[src/mfml_pkg.sv]
// Shared types and constants for the management frame monitor and logger.
// No dependencies.
`timescale 1ns / 1ps

package mfml_pkg;

   // Counter width; results show the low 32 bits
   localparam int COUNT_BITS = 32;

   localparam int LOG_BITS          = 25;
   localparam int PCAP_FILE_HEADER  = 24;
   localparam int PCAP_RECORD_HDR   = 16;

   localparam logic [LOG_BITS-1:0] LOG_LIMIT_RESET = 25'd16777216;
   localparam logic [19:0]         ALERT_WINDOW_RESET = 20'd8000;
   localparam logic [7:0]          SNAP_LENGTH_RESET = 8'd128;

   // now / 1000 as (now * MS_RECIP) >> MS_SHIFT, exact over 32 bits
   localparam logic [31:0] MS_RECIP = 32'h10624DD3;
   localparam int          MS_SHIFT = 38;

   typedef enum logic [1:0] {
      CSR_ALERT_WINDOW = 2'd0,
      CSR_SNAP_LENGTH  = 2'd1,
      CSR_LOG_LIMIT    = 2'd2,
      CSR_LOG_READY    = 2'd3
   } csr_index_type;

   typedef enum logic [2:0] {
      KIND_NONE       = 3'd0,
      KIND_BEACON     = 3'd1,
      KIND_PROBE_REQ  = 3'd2,
      KIND_PROBE_RESP = 3'd3,
      KIND_DEAUTH     = 3'd4
   } frame_kind_type;

   typedef enum logic [1:0] {
      LOG_NOT_READY = 2'd0,
      LOG_ACTIVE    = 2'd1,
      LOG_STOPPED   = 2'd2
   } log_status_type;

   typedef enum logic [0:0] {
      OP_FRAME = 1'b0,
      OP_QUERY = 1'b1
   } operation_type;

   localparam logic [1:0] FC_TYPE_MGMT     = 2'd0;
   localparam logic [3:0] SUBTYPE_BEACON   = 4'd8;
   localparam logic [3:0] SUBTYPE_PROBE_RQ = 4'd4;
   localparam logic [3:0] SUBTYPE_PROBE_RS = 4'd5;
   localparam logic [3:0] SUBTYPE_DEAUTH   = 4'd12;

endpackage

[src/mgmt_frame_monitor_logger.sv]
// Management frame monitor and logger: classifier, counters, alert and log size.
// Depends on mfml_pkg.
`timescale 1ns / 1ps

// Usage
//  req_* : one item per handshake, a frame descriptor (operation 0) or a
//          time-only status query (operation 1). Accepted when req_valid and
//          req_ready are both high.
//  rsp_* : one result item per request item, in order, valid/ready.
//  csr_* : plain write port; csr_index selects alert window, snap length,
//          log limit or log ready. Write only while no item is in flight.
//  Pipeline: input register (now / 1000 quotient taken there through one
//  32x32 reciprocal multiply) then result register, where classification,
//  counters, alert and log size are settled. rsp_valid rises as the item
//  moves into the result register; one item per cycle sustained while rsp_ready
//  holds, the state update being a single step at that move.
//  Receiver stall: the result register holds, the input register still
//  takes one more item, then req_ready drops until rsp_ready returns.
//  Reset (synchronous): pipeline empty, counters and last deauth time zero,
//  log size 24 (pcap file header), logging not stopped, registers at reset.
//  No clearing pass is needed; the block is ready the cycle after reset.

module mgmt_frame_monitor_logger (
   input  logic        clock,
   input  logic        reset,

   input  logic        csr_write_enable,
   input  logic [1:0]  csr_index,
   input  logic [24:0] csr_write_data,

   input  logic        req_valid,
   output logic        req_ready,
   input  logic        req_operation,
   input  logic        req_is_management,
   input  logic [15:0] req_frame_control,
   input  logic [11:0] req_frame_length,
   input  logic [31:0] req_now_ms,

   output logic        rsp_valid,
   input  logic        rsp_ready,
   output logic        rsp_recorded,
   output logic [2:0]  rsp_frame_kind,
   output logic [7:0]  rsp_captured_length,
   output logic [22:0] rsp_ts_seconds,
   output logic [19:0] rsp_ts_micros,
   output logic [31:0] rsp_beacon_total,
   output logic [31:0] rsp_probe_total,
   output logic [31:0] rsp_deauth_total,
   output logic        rsp_alert_active,
   output logic        rsp_log_written,
   output logic [1:0]  rsp_log_status
);

   localparam int CB = mfml_pkg::COUNT_BITS;
   localparam int LB = mfml_pkg::LOG_BITS;

   // configuration
   logic [19:0]   alert_window_ff;
   logic [7:0]    snap_length_ff;
   logic [LB-1:0] log_limit_ff;
   logic          log_ready_ff;

   // state
   logic [CB-1:0] beacons_ff, beacons_in;
   logic [CB-1:0] probes_ff, probes_in;
   logic [CB-1:0] deauths_ff, deauths_in;
   logic [31:0]   last_deauth_ff, last_deauth_in;
   logic [LB-1:0] log_size_ff, log_size_in;
   logic          log_stopped_ff, log_stopped_in;

   // input stage
   logic          a_valid_ff;
   logic          a_op_ff;
   logic          a_mgmt_ff;
   logic [15:0]   a_fc_ff;
   logic [11:0]   a_flen_ff;
   logic [31:0]   a_now_ff;
   logic [22:0]   a_secs_ff;

   // result stage
   logic          b_valid_ff;
   logic          b_recorded_ff;
   logic [2:0]    b_kind_ff;
   logic [7:0]    b_cap_ff;
   logic [22:0]   b_secs_ff;
   logic [19:0]   b_micros_ff;
   logic          b_alert_ff;
   logic          b_written_ff;
   logic [1:0]    b_status_ff;

   logic          a_load;
   logic          move;
   logic          b_free;
   logic [63:0]   recip_product;

   mfml_pkg::frame_kind_type kind_in;
   logic [7:0]    cap_in;
   logic          written_in;
   logic          alert_in;
   logic [1:0]    status_in;
   logic [19:0]   micros_in;
   logic [31:0]   q_times_1000;
   logic [9:0]    rem_ms;
   logic [LB:0]   grown;
   logic [31:0]   since_deauth;

   // handshake
   assign b_free    = !b_valid_ff || rsp_ready;
   assign move      = a_valid_ff && b_free;
   assign req_ready = !a_valid_ff || b_free;
   assign a_load    = req_valid && req_ready;

   // seconds through the reciprocal, registered with the item
   assign recip_product = 64'(req_now_ms) * 64'(mfml_pkg::MS_RECIP);

   always_comb begin
      kind_in        = mfml_pkg::KIND_NONE;
      cap_in         = '0;
      written_in     = 1'b0;
      beacons_in     = beacons_ff;
      probes_in      = probes_ff;
      deauths_in     = deauths_ff;
      last_deauth_in = last_deauth_ff;
      log_size_in    = log_size_ff;
      log_stopped_in = log_stopped_ff;

      if (a_op_ff == mfml_pkg::OP_FRAME && a_mgmt_ff && a_flen_ff >= 12'd2 &&
          a_fc_ff[3:2] == mfml_pkg::FC_TYPE_MGMT) begin
         case (a_fc_ff[7:4])
            mfml_pkg::SUBTYPE_BEACON:   kind_in = mfml_pkg::KIND_BEACON;
            mfml_pkg::SUBTYPE_PROBE_RQ: kind_in = mfml_pkg::KIND_PROBE_REQ;
            mfml_pkg::SUBTYPE_PROBE_RS: kind_in = mfml_pkg::KIND_PROBE_RESP;
            mfml_pkg::SUBTYPE_DEAUTH:   kind_in = mfml_pkg::KIND_DEAUTH;
            default:                    kind_in = mfml_pkg::KIND_NONE;
         endcase
      end

      cap_in = (a_flen_ff < 12'(snap_length_ff)) ? a_flen_ff[7:0] : snap_length_ff;
      grown  = (LB+1)'(log_size_ff) + (LB+1)'(mfml_pkg::PCAP_RECORD_HDR)
               + (LB+1)'(cap_in);

      if (kind_in != mfml_pkg::KIND_NONE) begin
         case (kind_in)
            mfml_pkg::KIND_BEACON: beacons_in = beacons_ff + CB'(1);
            mfml_pkg::KIND_DEAUTH: begin
               deauths_in     = deauths_ff + CB'(1);
               last_deauth_in = a_now_ff;
            end
            default: probes_in = probes_ff + CB'(1);
         endcase
         if (log_ready_ff && !log_stopped_ff) begin
            if (grown > (LB+1)'(log_limit_ff)) begin
               log_stopped_in = 1'b1;
            end else begin
               log_size_in = grown[LB-1:0];
               written_in  = 1'b1;
            end
         end
      end else begin
         cap_in = '0;
      end

      // alert sees this item's deauth, wrap-around difference
      since_deauth = a_now_ff - last_deauth_in;
      alert_in = (last_deauth_in != 32'd0) && (since_deauth < 32'(alert_window_ff));

      if (log_stopped_in) begin
         status_in = mfml_pkg::LOG_STOPPED;
      end else if (log_ready_ff) begin
         status_in = mfml_pkg::LOG_ACTIVE;
      end else begin
         status_in = mfml_pkg::LOG_NOT_READY;
      end

      // remainder below 1000 fits 10 bits; x * 1000 = x*1024 - x*16 - x*8
      q_times_1000 = (32'(a_secs_ff) << 10) - (32'(a_secs_ff) << 4)
                     - (32'(a_secs_ff) << 3);
      rem_ms       = 10'(a_now_ff - q_times_1000);
      micros_in    = (20'(rem_ms) << 10) - (20'(rem_ms) << 4) - (20'(rem_ms) << 3);
   end

   // control and state
   always_ff @(posedge clock) begin
      if (reset) begin
         alert_window_ff <= mfml_pkg::ALERT_WINDOW_RESET;
         snap_length_ff  <= mfml_pkg::SNAP_LENGTH_RESET;
         log_limit_ff    <= mfml_pkg::LOG_LIMIT_RESET;
         log_ready_ff    <= 1'b0;
         beacons_ff      <= '0;
         probes_ff       <= '0;
         deauths_ff      <= '0;
         last_deauth_ff  <= '0;
         log_size_ff     <= LB'(mfml_pkg::PCAP_FILE_HEADER);
         log_stopped_ff  <= 1'b0;
         a_valid_ff      <= 1'b0;
         b_valid_ff      <= 1'b0;
      end else begin
         if (csr_write_enable) begin
            case (csr_index)
               mfml_pkg::CSR_ALERT_WINDOW: alert_window_ff <= csr_write_data[19:0];
               mfml_pkg::CSR_SNAP_LENGTH:  snap_length_ff  <= csr_write_data[7:0];
               mfml_pkg::CSR_LOG_LIMIT:    log_limit_ff    <= csr_write_data;
               mfml_pkg::CSR_LOG_READY:    log_ready_ff    <= csr_write_data[0];
               default: ;
            endcase
         end
         if (a_load) begin
            a_valid_ff <= 1'b1;
         end else if (move) begin
            a_valid_ff <= 1'b0;
         end
         if (move) begin
            b_valid_ff     <= 1'b1;
            beacons_ff     <= beacons_in;
            probes_ff      <= probes_in;
            deauths_ff     <= deauths_in;
            last_deauth_ff <= last_deauth_in;
            log_size_ff    <= log_size_in;
            log_stopped_ff <= log_stopped_in;
         end else if (rsp_ready) begin
            b_valid_ff <= 1'b0;
         end
      end
   end

   // payload
   always_ff @(posedge clock) begin
      if (a_load) begin
         a_op_ff   <= req_operation;
         a_mgmt_ff <= req_is_management;
         a_fc_ff   <= req_frame_control;
         a_flen_ff <= req_frame_length;
         a_now_ff  <= req_now_ms;
         a_secs_ff <= recip_product[mfml_pkg::MS_SHIFT+22:mfml_pkg::MS_SHIFT];
      end
      if (move) begin
         b_recorded_ff <= (kind_in != mfml_pkg::KIND_NONE);
         b_kind_ff     <= kind_in;
         b_cap_ff      <= cap_in;
         b_secs_ff     <= a_secs_ff;
         b_micros_ff   <= micros_in;
         b_alert_ff    <= alert_in;
         b_written_ff  <= written_in;
         b_status_ff   <= status_in;
      end
   end

   assign rsp_valid           = b_valid_ff;
   assign rsp_recorded        = b_recorded_ff;
   assign rsp_frame_kind      = b_kind_ff;
   assign rsp_captured_length = b_cap_ff;
   assign rsp_ts_seconds      = b_secs_ff;
   assign rsp_ts_micros       = b_micros_ff;
   assign rsp_beacon_total    = 32'(beacons_ff);
   assign rsp_probe_total     = 32'(probes_ff);
   assign rsp_deauth_total    = 32'(deauths_ff);
   assign rsp_alert_active    = b_alert_ff;
   assign rsp_log_written     = b_written_ff;
   assign rsp_log_status      = b_status_ff;

   // checks
   a_written_needs_record: assert property (@(posedge clock) disable iff (reset)
      rsp_valid && rsp_log_written |-> rsp_recorded && rsp_log_status == mfml_pkg::LOG_ACTIVE)
      else $error("log write reported for an item that was not logged");

   a_stop_is_sticky: assert property (@(posedge clock) disable iff (reset)
      log_stopped_ff |=> log_stopped_ff)
      else $error("log stop cleared without reset");

   a_counts_hold_idle: assert property (@(posedge clock) disable iff (reset)
      !move |=> $stable(beacons_ff) && $stable(probes_ff) && $stable(deauths_ff))
      else $error("counter changed with no item moving");

   a_no_overrun: assert property (@(posedge clock) disable iff (reset)
      b_valid_ff && !rsp_ready |-> !move)
      else $error("result overwritten while stalled");

endmodule
[config.mk]
export PLATFORM = sky130hd
export DESIGN_NAME = mgmt_frame_monitor_logger
export DESIGN_NICKNAME = d
export VERILOG_FILES = /design/src/mfml_pkg.sv /design/src/mgmt_frame_monitor_logger.sv
export SDC_FILE = /design/constraint.sdc
export NUM_CORES = 2
export LEC_CHECK = 0
export BUFFER_PORTS_ARGS = -buffer_cell sky130_fd_sc_hd__buf_2
export CORE_MARGIN = 2
export CORE_UTILIZATION = 55
export CTS_BUF_LIST = sky130_fd_sc_hd__clkbuf_16
export DETAILED_ROUTE_END_ITERATION = 12
export PLACE_DENSITY = 0.88
export SETUP_SLACK_MARGIN = 0.15
export SYNTH_ARGS = -nofsm -noshare
export SYNTH_HDL_FRONTEND = slang
export SYNTH_SLANG_ARGS = --single-unit
[constraint.sdc]
create_clock -name clock -period 7.5 [get_ports clock]
set_input_delay 1.125 -clock clock [delete_from_list [all_inputs] [get_ports clock]]
set_output_delay 1.125 -clock clock [all_outputs]
set_load 0.01 [all_outputs]
# After elaboration in Yosys (flattened, before gate mapping)
# Cells that the tools add are included.
[op_classes]
reduce_logical = 28
order_cmp = 4
eq_ne = 9
muxes = 14
n_addsub = 11
n_mul = 1
bitwise_logic = 3
[op_table]
columns = ["op", "count"]
rows = [
  ["$add A32 B1 Y32 const B", 3],
  ["$mux W32", 2],
  ["$mul A32 B29 Y61 const B", 1],
  ["$lt A32 B20 Y1", 1],
  ["$reduce_bool A32 Y1", 1],
  ["$sub A32 B32 Y32", 1],
  ["$add A25 B5 Y26 const B", 1],
  ["$add A26 B8 Y26", 1],
  ["$gt A26 B25 Y1", 1],
  ["$sub A10 B10 Y10", 2],
  ["$sub A20 B13 Y20", 1],
  ["$sub A20 B14 Y20", 1],
  ["$ge A12 B2 Y1 const B", 1],
  ["$lt A12 B8 Y1", 1],
  ["$pmux W3 S4", 1],
  ["$reduce_and A2 Y1", 5],
  ["$sub A1 B10 Y10 const A", 1],
  ["$mux W1", 9],
  ["$reduce_and A3 Y1", 3],
  ["$eq A4 B3 Y1 const B", 2],
  ["$eq A4 B4 Y1 const B", 2],
  ["$mux W8", 1],
  ["$logic_and A1 B1 Y1", 7],
  ["$eq A2 B2 Y1 const B", 2],
  ["12 further kinds", 19],
]
[totals]
input_bits = 94
register_bits = 346
wordCells = 96

# Logic depth before layout (Yosys ltp)
[depth]
depth_word = 11
ltp_mapped = 34
ltp_nobuf = 32

# Worst setup path before layout
# No wires, ideal clock.
[synth_path]
path_kind = "input -> register"
start = "input port req_now_ms[4]"
end = "register a_secs_ff[12] (data pin)"
stages = 22
path_slack_ps = 79
t_required_ps = 7305
path_buffers = 0
setup_time_ps = 195
t_arrival_ps = 7226
path_cell_list = "ha_1 -> fa_1 -> inv_1 -> fa_1 -> inv_1 -> fa_1 -> fa_1 -> inv_1 -> fa_1 -> fa_1 -> inv_1 -> fa_1 -> ha_1 -> and3_1 -> o2111ai_1 -> a31oi_1 -> o311ai_0 -> a31oi_1 -> o21ai_0 -> a21boi_0 -> or2_2 -> o311ai_0"
[synth_between]
elab_chain_len = 1
[synth_rtl]
columns = ["item", "line_no", "source"]
rows = [
  ["from (decl)", "mgmt_frame_monitor_logger.sv:37", "input logic [31:0] req_now_ms,"],
  ["$mul A32 B29 Y61", "mgmt_frame_monitor_logger.sv:114", "assign recip_product = 64'(req_now_ms) * 64'(mfml_pkg::MS_RECIP);"],
  ["net recip_product[50]", "mgmt_frame_monitor_logger.sv:94", "logic [63:0] recip_product;"],
  ["to (signal assigned)", "mgmt_frame_monitor_logger.sv:234", "a_secs_ff <= recip_product[mfml_pkg::MS_SHIFT+22:mfml_pkg::MS_SHIFT];"],
  ["to (decl)", "mgmt_frame_monitor_logger.sv:78", "logic [22:0] a_secs_ff;"],
]
# The timed path passes the listed nets, and every way through them passes these cells.
# A chain may end at the register's enable or synchronous reset.

# Final worst setup path
[layout_path]
start = "input port req_now_ms[17]"
end = "register a_secs_ff[12] (data pin)"
# The elaborated chain is that of the path after synthesis.

==> out/qor_table.md <==
| Item | Value | Unit |
|:---|:---|:---|
| Max H-tree Level | 2 | - |
| CTS Root Buffer Type | clkbuf_16 | - |
| Crit end category | flop | - |
| Initial core utilization | 0.556 | - |
| Slew HR | 0.186 | - |
| Cts hold-fix bufs | 0 | - |
| TritonCTS clock tree | done | - |
| Netlist area before placement | 0.0321 | mm2 |
| CP Capture Point | a_secs_ff[12] | - |
| Cell count after synthesis | 3363 | - |
| Fill count | 4266 | - |
| Endpoints failing hold | 0 | - |
| Syn-to-layout area delta | 15.2 | % |
| Via count of the first global-routing pass | 26600 | - |
| Standard-cell row count | 88 | - |
| Final setup skew | 33.6 | ps |
| Number of cells on the worst reg-to-reg path | 33 | - |
| Most frequent cell after synthesis | inv_1 | - |
| Sequential fraction of the synthesis area | 0.254 | - |
| Wire length of the first global-routing pass | 134000 | um |
| Maximum net fanout on the critical path | 8 | - |
| Number of ports placed on the die boundary | 251 | - |
| Final cycle utilization of the critical path | 0.967 | - |
| Gpl congestion | 0.966 | - |
| Clock-pin transition on the worst setup and hold timing paths | 60 | ps |
| Number of placed instances with taps included | 4476 | - |
| Count of buffers inserted at the top-level ports | 237 | - |
| Area of the die | 0.0603 | mm2 |
| Hold slack | 421 | ps |
| CP Launch Type | input pin | - |
| Top_reg_cell synth | dfxtp_1 | - |
| Shortest period the worst path allows | 7250 | ps |
| Placeable core region | 0.0577 | mm2 |
| DR vias | 25400 | - |
| Fin. max-slew vios | 0 | - |
| Worst slack, placed | -540 | ps |
| Highest Clock Rate | 138 | MHz |
| Count of flip-flops with a built-in enable after synthesis | 131 | - |
| Fin nets | 4685 | - |
| Largest net degree at the start of global routing | 118 | - |
| Detailed-routing iteration count for the pre-antenna-repair pass | 6 | - |
| Post-DP HPWL | 67300 | um |
| Leftover overflow at the end of global routing | 0 | - |
| Final WL | 84600 | um |
| DRC violations left | 0 | - |
| Wirelength per Cell | 18.6 | um |
| Source of the worst register-to-register timing path | a_flen_ff[1] | - |
| Number of nets with antenna violations after detailed routing | 0 | - |
| Final cell count without fillers | 4558 | - |
| RSZ-0062 raised after global routing | yes | - |
| Post-Syn Area per Cell | 9.54 | um2 |
| Library cells used by synthesis | 74 | - |
| Detail-routed via count per cell | 5.57 | - |
| Storage element area | 0.00814 | mm2 |
| Beginning of the critical path | req_now_ms[17] | - |
| Total number of clock tree sinks | 341 | - |
| Chip Height | 246 | um |
| Yosys warnings | 0 | - |
| Number of maximum-capacitance constraint violations | 0 | - |
| Worst path required time | 7860 | ps |
| Final instance area | 0.0370 | mm2 |
| Run status | finished clean | - |
| Setup slack after layout | 247 | ps |
| Biggest area contributors in the synthesized netlist | ha_1 (20%), fa_1 (19%), dfxtp_1 (13%) | - |
| Initial antenna violation count | 0 | - |
| Asr flop ratio synth | 0 | - |
| Top cell type by total area after synthesis | ha_1 | - |
| Number of synthesized register bits | 341 | - |
| CTS buffer count | 37 | - |
| Critical path data arrival time | 7620 | ps |
| Area taken by multi-input logic gates | 0.0215 | mm2 |
| Maximum root-to-sink buffer count | 3 | - |
| Ratio of cells with drive above 1 in the final layout | 0.147 | - |
| End of the worst register-to-register path | log_size_ff[13] | - |
| Overall die width | 246 | um |
| Transition at the pin with the smallest max-transition slack | 1220 | ps |
| Global-route usage over all layers | 0.279 | - |
| Initial detailed-routing violation count | 1568 | - |
| Clock Latency Late Sink | 570 | ps |
| Startpoint-to-endpoint class of the critical path | input pin to flop | - |
| Reg2reg setup slack | 340 | ps |
| Cell area after placement | 0.0353 | mm2 |
| Synth top area share | 0.202 | - |
| Setup violators final | 0 | - |
| Top cells by count, synth | inv_1 (665), ha_1 (518), fa_1 (309) | - |
| Class of the most critical hold timing path | flop to flop | - |
logic make-up after synthesis:
family | synth area share
AO/OA/AOI/OAI | 0.0879
XOR/XNOR | 0.0448
adder cells (fa/ha/maj) | 0.395
buffers and inverters | 0.0870
flip-flops | 0.254
multiplexers | 0.0165
other | 0.000117
AND/OR/NAND/NOR | 0.115
worst min path at each step:
stage                              from            endpoint  slack (ps)  cells after the start
final                     a_secs_ff[13]  rsp_ts_seconds[13]         420                      0
after global routing      a_secs_ff[13]  rsp_ts_seconds[13]         430                      0
after CTS                 a_secs_ff[13]  rsp_ts_seconds[13]         420                      0
after detailed placement  a_secs_ff[18]  rsp_ts_seconds[18]         410                      0
after global placement    a_secs_ff[17]  rsp_ts_seconds[17]         400                      0
after floorplan           a_secs_ff[10]  rsp_ts_seconds[10]         400                      0
what timing repair did:
item / in CTS / in global routing
pin swaps: 1 / 23
setup buffers: 0 / 12
cloned: 0 / 2
endpoints found under the setup margin: 3 / 40
resized for setup: 2 / 65
worst max-delay path: stages:
cell	delay, ps
buf_2	210
ha_1	350
inv_1	60
fa_1	410
inv_1	90
fa_1	420
fa_1	520
fa_1	530
inv_1	60
fa_1	490
inv_1	60
fa_1	500
fa_1	580
ha_4	230
a21oi_1	230
o21ai_0	140
nor2_1	180
a21oi_2	110
buf_4	160
inv_1	70
a31oi_1	100
o21ai_1	220
a21boi_1	130
or2_2	360
o311ai_2	270
per-layer routing:
layer	global-route usage	vias up	wire length, um	part of all wire
met2	0.498	873	42100	0.50
met5	0	-	0	0
met1	0.327	12300	32400	0.38
met3	0.0414	282	5520	0.065
met4	0.134	0	4520	0.053
li1	-	11900	-	-
layout by cell type (no fill, tap or decap), types with 131 or more instances in the layout:
master,count
inv_1,669
ha_1,513
fa_1,308
nand2_1,285
buf_2,235
dfxtp_1,209
a21oi_1,207
buf_4,186
nor2_1,163
edfxtp_1,131
stage by stage:
stage,utilization,TNS [ps]
floorplan,-,0
CTS,0.634,0
detailed placement,0.613,-5180
global route,0.641,0
finish,0.641,0
global placement,0.613,-2310
state kept, by name (all words and copies together), names as in the netlist, 8 cells and up:
| signal | flops |
|---|---|
| log_limit_ff | 25 |
| rsp_ts_micros | 17 |
| rsp_beacon_total | 32 |
| a_secs_ff | 23 |
| rsp_ts_seconds | 23 |
| snap_length_ff | 8 |
| a_flen_ff | 12 |
| rsp_captured_length | 8 |
| log_size_ff | 25 |
| rsp_probe_total | 32 |
| a_now_ff | 32 |
| rsp_deauth_total | 32 |
| last_deauth_ff | 32 |
| alert_window_ff | 20 |
layout make-up:
cell class | count | area share
multi-input cells | 2288 | 0.581
flip-flops and latches | 341 | 0.220
repair buffers | 430 | 0.0724
inverters | 666 | 0.0676
well taps | 765 | 0.0259
clock buffers | 38 | 0.0257
clock inverters | 29 | 0.00738
diodes | 1 | 0.0000677
Power is left out: the tool's default activity adds up to more than one toggle a clock period on the data nets, which glitch-free logic cannot reach.
